$ cat config.mk
export PLATFORM = sky130hd
export DESIGN_NAME = interrupt_controller_claim_complete_core_flat
export DESIGN_NICKNAME = d
export VERILOG_FILES = /design/src/design/icc_pkg.sv /design/src/design/icc_if.sv /design/src/design/interrupt_controller_claim_complete_core.sv /design/src/flat_wrapper.sv
export SDC_FILE = /design/constraint.sdc
export NUM_CORES = 1
export LEC_CHECK = 0
export ABC_AREA = 1
export BUFFER_PORTS_ARGS = -buffer_cell sky130_fd_sc_hd__buf_4
export CORE_MARGIN = 8
export CORE_UTILIZATION = 55
export DETAILED_ROUTE_END_ITERATION = 12
export PLACE_DENSITY_LB_ADDON = 0.15
export SYNTH_ARGS = -nofsm -noshare
export SYNTH_HDL_FRONTEND = slang
export SYNTH_SLANG_ARGS = --single-unit
$ cat constraint.sdc
create_clock -name clk -period 3.6 [get_ports clk]
set_input_delay 0.72 -clock clk [delete_from_list [all_inputs] [get_ports clk]]
set_output_delay 0.72 -clock clk [all_outputs]
set_load 0.05 [all_outputs]
$ cat src/design/icc_pkg.sv
// Shared types and constants for the claim/complete interrupt controller.
// Depends on nothing; every other design file uses it by scoped names.

package icc_pkg;

	// Field widths
	localparam int unsigned OP_W     = 2;
	localparam int unsigned OFFSET_W = 27;
	localparam int unsigned SIZE_W   = 2;
	localparam int unsigned DATA_W   = 32;
	localparam int unsigned ID_W     = 5;
	localparam int unsigned STATUS_W = 2;
	localparam int unsigned PRIO_W   = 3;
	localparam int unsigned NSRC     = 32;
	localparam int unsigned PADDR_W  = 4;

	// Transaction kinds
	typedef enum logic [OP_W-1:0] {
		OP_READ  = 2'd0,
		OP_WRITE = 2'd1,
		OP_RAISE = 2'd2,
		OP_DROP  = 2'd3
	} op_t;

	// Result status codes
	localparam logic [STATUS_W-1:0] STATUS_OK    = 2'd0;
	localparam logic [STATUS_W-1:0] STATUS_FAIL  = 2'd1;
	localparam logic [STATUS_W-1:0] STATUS_SERVE = 2'd2;

	// Configuration register indexes (byte address 4*index)
	typedef enum logic [1:0] {
		CFG_MAX_SOURCE_ID = 2'd0,
		CFG_ENABLE_MASK   = 2'd1,
		CFG_PRIORITY      = 2'd2,
		CFG_REGION_LENGTH = 2'd3
	} cfg_idx_t;

	// Register reset values
	localparam logic [ID_W-1:0]     MAX_SOURCE_ID_RST = 5'd31;
	localparam logic [DATA_W-1:0]   ENABLE_MASK_RST   = 32'hFFFF_FFFE;
	localparam logic [PRIO_W-1:0]   PRIORITY_RST      = 3'd1;
	localparam logic [OFFSET_W-1:0] REGION_LENGTH_RST = 27'h400_0000;

	// Device address map
	localparam logic [OFFSET_W-1:0] ADDR_PRIO_FIRST = 27'd4;
	localparam logic [OFFSET_W-1:0] ADDR_PRIO_LAST  = 27'd124;
	localparam logic [OFFSET_W-1:0] ADDR_PENDING    = 27'h000_1000;
	localparam logic [OFFSET_W-1:0] ADDR_ENABLE     = 27'h000_2000;
	localparam logic [OFFSET_W-1:0] ADDR_CLAIM      = 27'h020_0004;

	// Only 32-bit accesses are legal
	localparam logic [SIZE_W-1:0] SIZE_WORD = 2'd2;

	// Index of the highest set bit, 0 when none is set
	function automatic logic [ID_W-1:0] top_bit(input logic [NSRC-1:0] v);
		logic [ID_W-1:0] n;
		n = '0;
		for (int i = 0; i < NSRC; i++) begin
			if (v[i]) begin
				n = ID_W'(i);
			end
		end
		return n;
	endfunction

endpackage

$ cat src/design/icc_if.sv
// Valid/ready channel interfaces for request and response transactions.
// Depends on icc_pkg for field widths.

interface icc_req_if;
	logic                             valid;
	logic                             ready;
	logic [icc_pkg::OP_W-1:0]         op;
	logic [icc_pkg::OFFSET_W-1:0]     offset;
	logic [icc_pkg::SIZE_W-1:0]       size_log2;
	logic [icc_pkg::DATA_W-1:0]       write_data;
	logic [icc_pkg::ID_W-1:0]         source_id;

	modport source (output valid, op, offset, size_log2, write_data, source_id, input ready);
	modport sink   (input valid, op, offset, size_log2, write_data, source_id, output ready);
endinterface

interface icc_rsp_if;
	logic                             valid;
	logic                             ready;
	logic [icc_pkg::DATA_W-1:0]       read_data;
	logic [icc_pkg::STATUS_W-1:0]     status;
	logic                             raise_irq;
	logic                             lower_irq;

	modport source (output valid, read_data, status, raise_irq, lower_irq, input ready);
	modport sink   (input valid, read_data, status, raise_irq, lower_irq, output ready);
endinterface

$ cat src/design/interrupt_controller_claim_complete_core.sv
// Latency: a result appears in the cycle after its request transaction is accepted.
// Throughput: one transaction per cycle while rsp.ready is high; the response register is reloaded in
// the same cycle it is taken. The claim path goes through a 32-bit priority encoder.
// Reset (arst_n low, asynchronous): pending and served masks clear, no response is
// held, and the configuration registers return to their documented reset values.
// Depends on icc_pkg and icc_if.

module interrupt_controller_claim_complete_core (
	input  logic                          clk,
	input  logic                          arst_n,
	icc_req_if.sink                       req,
	icc_rsp_if.source                     rsp,
	input  logic                          psel,
	input  logic                          penable,
	input  logic                          pwrite,
	input  logic [icc_pkg::PADDR_W-1:0]   paddr,
	input  logic [icc_pkg::DATA_W-1:0]    pwdata,
	output logic [icc_pkg::DATA_W-1:0]    prdata,
	output logic                          pready
);

	// Configuration registers
	logic [icc_pkg::ID_W-1:0]     max_source_id_q;
	logic [icc_pkg::DATA_W-1:0]   enable_mask_q;
	logic [icc_pkg::PRIO_W-1:0]   priority_q;
	logic [icc_pkg::OFFSET_W-1:0] region_length_q;

	// Interrupt state
	logic [icc_pkg::NSRC-1:0]     pending_q;
	logic [icc_pkg::NSRC-1:0]     served_q;

	// Response register
	logic                         rsp_valid_s1;
	logic [icc_pkg::DATA_W-1:0]   read_data_s1;
	logic [icc_pkg::STATUS_W-1:0] status_s1;
	logic                         raise_s1;
	logic                         lower_s1;

	logic                         cfg_wr;
	icc_pkg::cfg_idx_t            cfg_idx;
	logic                         accept;
	icc_pkg::op_t                 op;
	logic                         bad_access;
	logic [icc_pkg::NSRC-1:0]     open_mask;
	logic [icc_pkg::NSRC-1:0]     pending_d;
	logic [icc_pkg::NSRC-1:0]     served_d;
	logic [icc_pkg::NSRC-1:0]     open_d;
	logic [icc_pkg::ID_W-1:0]     claim_id;
	logic                         complete_ok;
	logic [icc_pkg::DATA_W-1:0]   read_data_d;
	logic [icc_pkg::STATUS_W-1:0] status_d;
	logic                         raise_d;
	logic                         lower_d;

	// APB: writes complete in the access phase, no wait states
	assign pready  = 1'b1;
	assign cfg_wr  = psel && penable && pwrite && pready;
	assign cfg_idx = icc_pkg::cfg_idx_t'(paddr[icc_pkg::PADDR_W-1:2]);

	always_ff @(posedge clk or negedge arst_n) begin
		if (!arst_n) begin
			max_source_id_q <= icc_pkg::MAX_SOURCE_ID_RST;
			enable_mask_q   <= icc_pkg::ENABLE_MASK_RST;
			priority_q      <= icc_pkg::PRIORITY_RST;
			region_length_q <= icc_pkg::REGION_LENGTH_RST;
		end else if (cfg_wr) begin
			unique case (cfg_idx)
				icc_pkg::CFG_MAX_SOURCE_ID: max_source_id_q <= pwdata[icc_pkg::ID_W-1:0];
				icc_pkg::CFG_ENABLE_MASK:   enable_mask_q   <= pwdata;
				icc_pkg::CFG_PRIORITY:      priority_q      <= pwdata[icc_pkg::PRIO_W-1:0];
				icc_pkg::CFG_REGION_LENGTH: region_length_q <= pwdata[icc_pkg::OFFSET_W-1:0];
				default: ;
			endcase
		end
	end

	// Return the addressed register, zero-extended
	always_comb begin
		unique case (cfg_idx)
			icc_pkg::CFG_MAX_SOURCE_ID:
				prdata = icc_pkg::DATA_W'(max_source_id_q);
			icc_pkg::CFG_ENABLE_MASK:
				prdata = enable_mask_q;
			icc_pkg::CFG_PRIORITY:
				prdata = icc_pkg::DATA_W'(priority_q);
			icc_pkg::CFG_REGION_LENGTH:
				prdata = icc_pkg::DATA_W'(region_length_q);
			default:
				prdata = '0;
		endcase
	end

	// Take a new transaction whenever the response slot is free or being drained
	assign req.ready = !rsp_valid_s1 || rsp.ready;
	assign accept    = req.valid && req.ready;
	assign op        = icc_pkg::op_t'(req.op);

	assign bad_access = (req.offset[1:0] != 2'b00) || (req.size_log2 != icc_pkg::SIZE_WORD) ||
		(req.offset > region_length_q);
	assign open_mask  = pending_q & ~served_q;
	assign claim_id   = icc_pkg::top_bit(open_mask);
	assign complete_ok = (req.offset == icc_pkg::ADDR_CLAIM) && (req.write_data != '0) &&
		(req.write_data <= icc_pkg::DATA_W'(max_source_id_q));

	// Work out next state and the response for the presented transaction
	always_comb begin
		pending_d   = pending_q;
		served_d    = served_q;
		read_data_d = '0;
		status_d    = icc_pkg::STATUS_OK;
		raise_d     = 1'b0;
		lower_d     = 1'b0;
		unique case (op)
			icc_pkg::OP_READ: begin
				if (bad_access) begin
					status_d = icc_pkg::STATUS_FAIL;
				end else if (req.offset >= icc_pkg::ADDR_PRIO_FIRST &&
						req.offset <= icc_pkg::ADDR_PRIO_LAST) begin
					read_data_d = icc_pkg::DATA_W'(priority_q);
				end else if (req.offset == icc_pkg::ADDR_PENDING) begin
					read_data_d = open_mask;
				end else if (req.offset == icc_pkg::ADDR_ENABLE) begin
					read_data_d = enable_mask_q;
				end else if (req.offset == icc_pkg::ADDR_CLAIM && open_mask != '0) begin
					served_d    = served_q | (icc_pkg::NSRC'(1) << claim_id);
					read_data_d = icc_pkg::DATA_W'(claim_id);
				end
			end
			icc_pkg::OP_WRITE: begin
				if (bad_access) begin
					status_d = icc_pkg::STATUS_FAIL;
				end else if (complete_ok) begin
					served_d = served_q &
						~(icc_pkg::NSRC'(1) << req.write_data[icc_pkg::ID_W-1:0]);
				end
			end
			icc_pkg::OP_RAISE: pending_d = pending_q | (icc_pkg::NSRC'(1) << req.source_id);
			icc_pkg::OP_DROP:  pending_d = pending_q & ~(icc_pkg::NSRC'(1) << req.source_id);
			default: ;
		endcase

		open_d = pending_d & ~served_d;

		// Drive the external line requests from the updated open set
		unique case (op)
			icc_pkg::OP_READ: begin
				if (!bad_access && req.offset == icc_pkg::ADDR_CLAIM && open_mask != '0) begin
					lower_d = (open_d == '0);
				end
			end
			icc_pkg::OP_WRITE: begin
				if (!bad_access && complete_ok) begin
					if (open_d == '0) begin
						lower_d = 1'b1;
					end else begin
						raise_d  = 1'b1;
						status_d = icc_pkg::STATUS_SERVE;
					end
				end
			end
			icc_pkg::OP_RAISE: raise_d = (open_d != '0);
			icc_pkg::OP_DROP:  lower_d = (open_d == '0);
			default: ;
		endcase
	end

	// Advance interrupt state on each accepted transaction
	always_ff @(posedge clk or negedge arst_n) begin
		if (!arst_n) begin
			pending_q <= '0;
			served_q  <= '0;
		end else if (accept) begin
			pending_q <= pending_d;
			served_q  <= served_d;
		end
	end

	// Hold the response until taken
	always_ff @(posedge clk or negedge arst_n) begin
		if (!arst_n) begin
			rsp_valid_s1 <= 1'b0;
		end else if (accept) begin
			rsp_valid_s1 <= 1'b1;
		end else if (rsp.ready) begin
			rsp_valid_s1 <= 1'b0;
		end
	end

	always_ff @(posedge clk) begin
		if (accept) begin
			read_data_s1 <= read_data_d;
			status_s1    <= status_d;
			raise_s1     <= raise_d;
			lower_s1     <= lower_d;
		end
	end

	assign rsp.valid     = rsp_valid_s1;
	assign rsp.read_data = read_data_s1;
	assign rsp.status    = status_s1;
	assign rsp.raise_irq = raise_s1;
	assign rsp.lower_irq = lower_s1;

endmodule

$ cat src/flat_wrapper.sv
// flat-port wrapper written by rule: the top's interface ports become plain ports
module interrupt_controller_claim_complete_core_flat 
  (clk, arst_n, psel, penable, pwrite, paddr, pwdata, prdata, pready, req_valid, req_op, req_offset, req_size_log2, req_write_data, req_source_id, req_ready, rsp_valid, rsp_read_data, rsp_status, rsp_raise_irq, rsp_lower_irq, rsp_ready);
  icc_req_if req_i ();
  icc_rsp_if rsp_i ();
  input  logic clk;
  input  logic arst_n;
  input  logic psel;
  input  logic penable;
  input  logic pwrite;
  input  logic [icc_pkg::PADDR_W-1:0] paddr;
  input  logic [icc_pkg::DATA_W-1:0] pwdata;
  output logic [icc_pkg::DATA_W-1:0] prdata;
  output logic pready;
  input wire logic [$bits(req_i.valid)-1:0] req_valid;
  input wire logic [$bits(req_i.op)-1:0] req_op;
  input wire logic [$bits(req_i.offset)-1:0] req_offset;
  input wire logic [$bits(req_i.size_log2)-1:0] req_size_log2;
  input wire logic [$bits(req_i.write_data)-1:0] req_write_data;
  input wire logic [$bits(req_i.source_id)-1:0] req_source_id;
  output wire logic [$bits(req_i.ready)-1:0] req_ready;
  output wire logic [$bits(rsp_i.valid)-1:0] rsp_valid;
  output wire logic [$bits(rsp_i.read_data)-1:0] rsp_read_data;
  output wire logic [$bits(rsp_i.status)-1:0] rsp_status;
  output wire logic [$bits(rsp_i.raise_irq)-1:0] rsp_raise_irq;
  output wire logic [$bits(rsp_i.lower_irq)-1:0] rsp_lower_irq;
  input wire logic [$bits(rsp_i.ready)-1:0] rsp_ready;
  assign req_i.valid = req_valid;
  assign req_i.op = req_op;
  assign req_i.offset = req_offset;
  assign req_i.size_log2 = req_size_log2;
  assign req_i.write_data = req_write_data;
  assign req_i.source_id = req_source_id;
  assign req_ready = req_i.ready;
  assign rsp_valid = rsp_i.valid;
  assign rsp_read_data = rsp_i.read_data;
  assign rsp_status = rsp_i.status;
  assign rsp_raise_irq = rsp_i.raise_irq;
  assign rsp_lower_irq = rsp_i.lower_irq;
  assign rsp_i.ready = rsp_ready;
  interrupt_controller_claim_complete_core u_core (.clk(clk), .arst_n(arst_n), .req(req_i), .rsp(rsp_i), .psel(psel), .penable(penable), .pwrite(pwrite), .paddr(paddr), .pwdata(pwdata), .prdata(prdata), .pready(pready));
endmodule
==> results.toml, run 1 <==
[finish]
syn2layout_area_growth_pct = 28.7
fillers = 1669
final_util = 0.724
num_antenna_cells = 0
fin_nets = 1935
multiInputGateArea_mm2 = 0.00573
final_layout_size_suffix_gt1_frac = 0.246
ff_latch_area_mm2 = 0.00443

[timing]
slew_headroom = 0.471
fmax_ghz = 0.266
setup_viol = 3
rsz0062_at_grt = "true"
setup_tns_ns = -0.451
max_slew.worst_pin.slew_ns = 0.793
period_needed_ns = 3.76
finalWorstSetupSlack_ns = -0.155
hold_violations = 0
fin_skew_ns = 0.0150
fin_crit_sh = 1.04
slew_viol_final = 0

[routing]
dr.pass1.iters = 6
avgViaCountPerCell = 5.88
ant_nets = 0
num_vias = 12100
drc_errors = 0
drt_iter0_markers = 1196
routed_wl_um = 41500
wl_per_cell_um = 20.1

[worst_setup_path]
startpoint_type = "register"
r2r_slack_ns = -0.16
path_class = "reg -> reg"
r2r-start = "u_core.region_length_q[26]$_DFFE_PN1P_"
cp.required_ns = 3.80
endpoint_kind = "register"
worst-path-max-fanout = 5
arrival_ns = 3.95
worst_r2r_path_depth = 24
regToRegEndpoint = "u_core.rsp.lower_irq$_DFFE_PP_"

[global_route]
grt_max_degree = 79
grt_pass1_wl_um = 63500
grt_pass1_vias = 11600
grt-ovfl-total = 0
track_usage = 0.335
antenna_found_initial = 1

[clock_network]
tritoncts = "done"
cts_buffers = 17
clkLatencyLatePin_ns = 0.44
cts_hold_buffers = 0
clockBufferDepth = 2
clk_pin_slew_ns = 0.08
cts_root_buf = "clkbuf_16"
cts_sinks = 168
h-tree-depth = 4

[placement]
io_buffers = 178
place_congestion = 1.01
hpwlAfterDp_um = 31900

[pwr]
peakVddDrop_uv = 465
p_leak_nw = 6.60
p_per_area_mw_per_mm2 = 596

[synthesis]
synthesis.nets = 1668
synth_flop_cell = "dfrtp_1"
ys.warnings.count = 0
syn_inst = 1521
synth_common_cells = "425 x nand2_1, 180 x o21ai_0, 158 x inv_1"
ys_ff_latch = 168
synthesis.area_mm2 = 0.0110
synth_top_cell_area_share = 0.214
synth.distinct_cells = 52
synth_edf_count = 36
seq_area_frac_synth = 0.402
synthMostInstantiatedCell = "nand2_1"
syn_area_per_cell_um2 = 7.24
synth_area_leaders = "dfrtp_1 21%, nand2_1 14%, edfxtp_1 9.8%"
async_reset_ff_frac = 0.786
synth.largest_area_cell = "dfrtp_1"

[floorplan]
core-area_mm2 = 0.0196
die_w_um = 158
rows = 51
start_util = 0.562
dieArea_mm2 = 0.0248
die_y_um = 158
io_pins = 182

[status]
status = "finished, violations left"
violations = "negative setup slack"

[hold_path]
hold_class = "in -> async"

[run]
maxCapViolCount = 0
cells by family (layout without fill, tap and decap cells):
logic type / Yosys count / in the layout / synth area share
compound gates: 333 / 333 / 0.173
flops: 168 / 168 / 0.402
buf+inv: 241 / 521 / 0.0837
other cells: 1 / 1 / 0.000340
simple gates: 742 / 742 / 0.300
fa+ha+maj: 36 / 36 / 0.0409
flip-flops by register name, summed over array words and instances (netlist names):
name / flops
u_core.enable_mask_q: 32
u_core.max_source_id_q: 5
u_core.pending_q: 32
u_core.priority_q: 3
u_core.region_length_q: 27
u_core.rsp.lower_irq: 1
u_core.rsp.raise_irq: 1
u_core.rsp.read_data: 32
u_core.rsp.status: 2
u_core.rsp.valid: 1
u_core.served_q: 32
final cells by class:
cell class                      instances  share of cell area
Inverter                              168              0.0445
Clock inverter                         13             0.00997
Clock buffer                           19              0.0312
Timing Repair Buffer                  321               0.174
Tap cell                              265              0.0234
Sequential cell                       168               0.313
Multi-Input combinational cell       1112               0.404
layout by cell type (no fill, tap or decap), drive strengths merged, types with 36 or more instances in the layout:
cell type	n
a21oi	54
buf	321
dfrtp	94
dfstp	38
edfxtp	36
ha	36
inv	171
nand2	436
nand3	122
nor2	83
o21ai	186
routing by layer:
layer | vias up | routed length [um] | global-route usage
met3 | 126 | 4170 | 0.0647
met1 | 5612 | 16200 | 0.425
met4 | 2 | 1860 | 0.160
li1 | 5710 | - | -
met2 | 690 | 19200 | 0.540
met5 | - | 13 | 0
through the flow:
| step | worst slack [ns] | hold slack [ns] | cell area (um2) | total power, mW | instances |
|---|---|---|---|---|---|
| final | -0.155 | 0.284 | 14200 | 8.46 | 2066 |
| after global routing | -0.524 | 0.341 | 14200 | 8.88 | 2066 |
| after CTS | -0.0359 | 0.318 | 14100 | 8.26 | 2062 |
| after detailed placement | -0.516 | 0.504 | 13400 | 6.26 | 2023 |
| after global placement | -0.438 | 0.486 | 13400 | 6.19 | 2023 |
| after floorplan | 0.0721 | 0.424 | 11000 | 4.79 | 1521 |
power by group:
group          switching, mW  total [mW]  internal, mW
Sequential             0.308        2.71          2.40
Clock                  0.829        1.88          1.05
Combinational           2.47        3.87          1.40
worst max-delay path, cell delays in order, from the launching register on:
cell and delay (ns):
dfstp_2 0.52, inv_1 0.06, ha_1 0.29, nand2_1 0.08, inv_1 0.05, a221oi_1 0.22
o21ai_0 0.12, a21oi_1 0.22, o21ai_1 0.13, a21boi_2 0.32, buf_4 0.18, nand2_2 0.09
buf_4 0.17, nor3_1 0.17, buf_4 0.17, a2bb2oi_1 0.15, nand2_1 0.07, nand2_1 0.07
nand2_1 0.05, nand2_1 0.07, nor2_1 0.04, nand2_1 0.12, nor2_4 0.07, nand2_1 0.06
nor2_1 0.03
worst max-delay path by stage:
| stage | from | endpoint | cells after the start |
|---|---|---|---|
| final | u_core.region_length_q[26]$_DFFE_PN1P_ | u_core.rsp.lower_irq$_DFFE_PP_ | 24 |
| after floorplan | req_offset[2] | u_core.rsp.status[1]$_SDFFCE_PN0P_ | 23 |
| after global placement | req_offset[2] | u_core.rsp.status[1]$_SDFFCE_PN0P_ | 25 |
| after CTS | u_core.pending_q[1]$_DFFE_PN0P_ | u_core.rsp.raise_irq$_DFFE_PP_ | 42 |
| after global routing | u_core.served_q[1]$_DFFE_PN0P_ | u_core.rsp.status[1]$_SDFFCE_PN0P_ | 41 |
| after detailed placement | req_offset[2] | u_core.rsp.raise_irq$_DFFE_PP_ | 25 |
what timing repair did:
item                                    4_1_cts  5_1_grt
gates cloned                                  1        0
endpoints found under the setup margin        3        4
gates resized for setup                      11        8
pin swaps                                    11       14
hold endpoints to repair                      0        0
setup buffers                                 6        4
No activity file was read; power rests on OpenSTA's default activity.
==> inputs of run 2 (changes only) <==
--- a/config.mk
+++ b/config.mk
@@ -7,10 +7,13 @@
 export LEC_CHECK = 0
 export ABC_AREA = 1
 export BUFFER_PORTS_ARGS = -buffer_cell sky130_fd_sc_hd__buf_4
+export CELL_PAD_IN_SITES_DETAIL_PLACEMENT = 1
+export CELL_PAD_IN_SITES_GLOBAL_PLACEMENT = 2
 export CORE_MARGIN = 8
-export CORE_UTILIZATION = 55
+export CORE_UTILIZATION = 32
 export DETAILED_ROUTE_END_ITERATION = 12
 export PLACE_DENSITY_LB_ADDON = 0.15
+export SKIP_CTS_REPAIR_TIMING = 1
 export SYNTH_ARGS = -nofsm -noshare
 export SYNTH_HDL_FRONTEND = slang
 export SYNTH_SLANG_ARGS = --single-unit
==> run 2 against run 1 <==
- the run still ends with negative setup slack left
- clock power rose by 9%
- first-iteration DRC count fell by 29%
- sequential power barely moved
- worst setup slack got worse by 0.16 ns
==> results.toml, run 2 (same netlist as run 1, synthesis figures left out) <==
[clock_network]
h-tree-depth = 4
tritoncts = "done"
cts_sinks = 168
cts_buffers = 17
clockBufferDepth = 2
clk_pin_slew_ns = 0.07
clkLatencyLatePin_ns = 0.45
cts_root_buf = "clkbuf_16"

[placement]
pre_cts_ws_ns = -0.670
dp.cells = 2255
io_buffers = 178
hpwlAfterDp_um = 38400
place_congestion = 0.923

[floorplan]
start_util = 0.322
dieArea_mm2 = 0.0406
core-area_mm2 = 0.0342
die_w_um = 202
rows = 68
die_y_um = 202
io_pins = 182

[timing]
max_slew.worst_pin.slew_ns = 1.09
slew_headroom = 0.271
rsz0062_at_grt = "true"
fin_crit_sh = 1.09
slew_viol_final = 0
fin_skew_ns = 0.0123
period_needed_ns = 3.91
hold_violations = 0
finalWorstSetupSlack_ns = -0.311
setup_viol = 3
fmax_ghz = 0.256

[routing]
drc_errors = 0
routed_wl_um = 49000
drt_iter0_markers = 851
num_vias = 12000
wl_per_cell_um = 21.4
ant_nets = 0
dr.pass1.iters = 5
avgViaCountPerCell = 5.25

[status]
status = "finished, violations left"
violations = "negative setup slack"

[worst_setup_path]
startpoint_type = "register"
endpoint_kind = "register"
arrival_ns = 4.12
path_class = "reg -> reg"
slowest_stage = "dfrtp_1"
cp.required_ns = 3.80
worst-path-max-fanout = 5
slowest_delay_ns = 0.39
crit_top_cell = "nand2_1"

[global_route]
grt_max_degree = 87
grt-ovfl-total = 0
grt_pass1_vias = 12400
track_usage = 0.238
antenna_found_initial = 0
grt_pass1_wl_um = 75200

[pwr]
p_total_mw = 8.80
peakVddDrop_uv = 365
p_leak_nw = 6.82
p_per_area_mw_per_mm2 = 593

[finish]
final_common_cell = "nand2_1"
final_layout_size_suffix_gt1_frac = 0.262
syn2layout_area_growth_pct = 34.6
layout_common_cells = "418 x nand2_1, 345 x buf_4, 172 x o21ai_0, 157 x inv_1, 118 x nand3_1"
fillers = 4309
num_antenna_cells = 0
final_util = 0.434
fin_nets = 1971
stdcell_count = 2292

[run]
maxCapViolCount = 0

[hold_path]
hold_class = "in -> async"
-- run 2: cell types whose count changed in the layout (fill, tap and decap cells not counted), sizes merged --
| cell | before | now |
|---|---|---|
| bufinv | 2 | 4 |
| inv | 171 | 170 |
| buf | 321 | 357 |
| clkbuf | 19 | 20 |
| clkinv | 7 | 4 |
| clkinvlp | 1 | 2 |
-- run 2: final cells by class --
| class | instances | area, um2 | share of cell area |
|---|---|---|---|
| Timing Repair Buffer | 357 | 2800 | 0.188 |
| Multi-Input combinational cell | 1112 | 5780 | 0.389 |
| Sequential cell | 168 | 4430 | 0.299 |
| Tap cell | 455 | 569 | 0.0384 |
| Inverter | 168 | 631 | 0.0425 |
| Clock buffer | 20 | 437 | 0.0294 |
| Clock inverter | 12 | 190 | 0.0128 |
-- run 2: where the power goes --
part	internal, mW	switching (mW)
registers	2.40	0.288
clock network	1.18	0.865
logic	1.45	2.62
total	5.02	3.77
-- run 2: per-layer routing --
metal,vias up,wire length [um],part of all wire,GRT usage
met2,292,23000,0.47,0.388
met5,-,0,0,0
met1,5904,22300,0.45,0.318
li1,5776,-,-,-
met3,64,2280,0.047,0.0362
met4,0,1430,0.029,0.0840
-- run 2: worst paths after layout --
kind	slack (ns)	cells after the start	to	from
hold / removal	0.28	1	u_core.region_length_q[17]$_DFFE_PN0P_	arst_n
setup / recovery	-0.31	41	u_core.rsp.status[1]$_SDFFCE_PN0P_	u_core.served_q[3]$_DFFE_PN0P_
max in group asynchronous	2.50	2	u_core.served_q[7]$_DFFE_PN0P_	arst_n
min in group clk	0.49	3	u_core.region_length_q[15]$_DFFE_PN0P_	pwdata[15]
hold reg to reg	0.51	2	u_core.max_source_id_q[1]$_DFFE_PN1P_	u_core.max_source_id_q[1]$_DFFE_PN1P_
setup reg to reg	-0.31	41	u_core.rsp.status[1]$_SDFFCE_PN0P_	u_core.served_q[3]$_DFFE_PN0P_
-- run 2: per-stage QoR --
stage / area, um2 / hold slack (ns) / TNS, ns
global placement: 14100 / 0.493 / -1.76
detailed placement: 14100 / 0.504 / -2.59
finish: 14800 / 0.280 / -0.906
floorplan: 11000 / 0.424 / 0
CTS: 14700 / 0.327 / -1.26
global route: 14800 / 0.343 / -2.23
-- run 2: critical path, delay by kind of cell (launching register included) --
| kind | cells | cell delay, ns |
|---|---|---|
| compound gates | 2 | 0.22 |
| buf+inv | 2 | 0.34 |
| flops | 1 | 0.39 |
| simple gates | 37 | 2.71 |
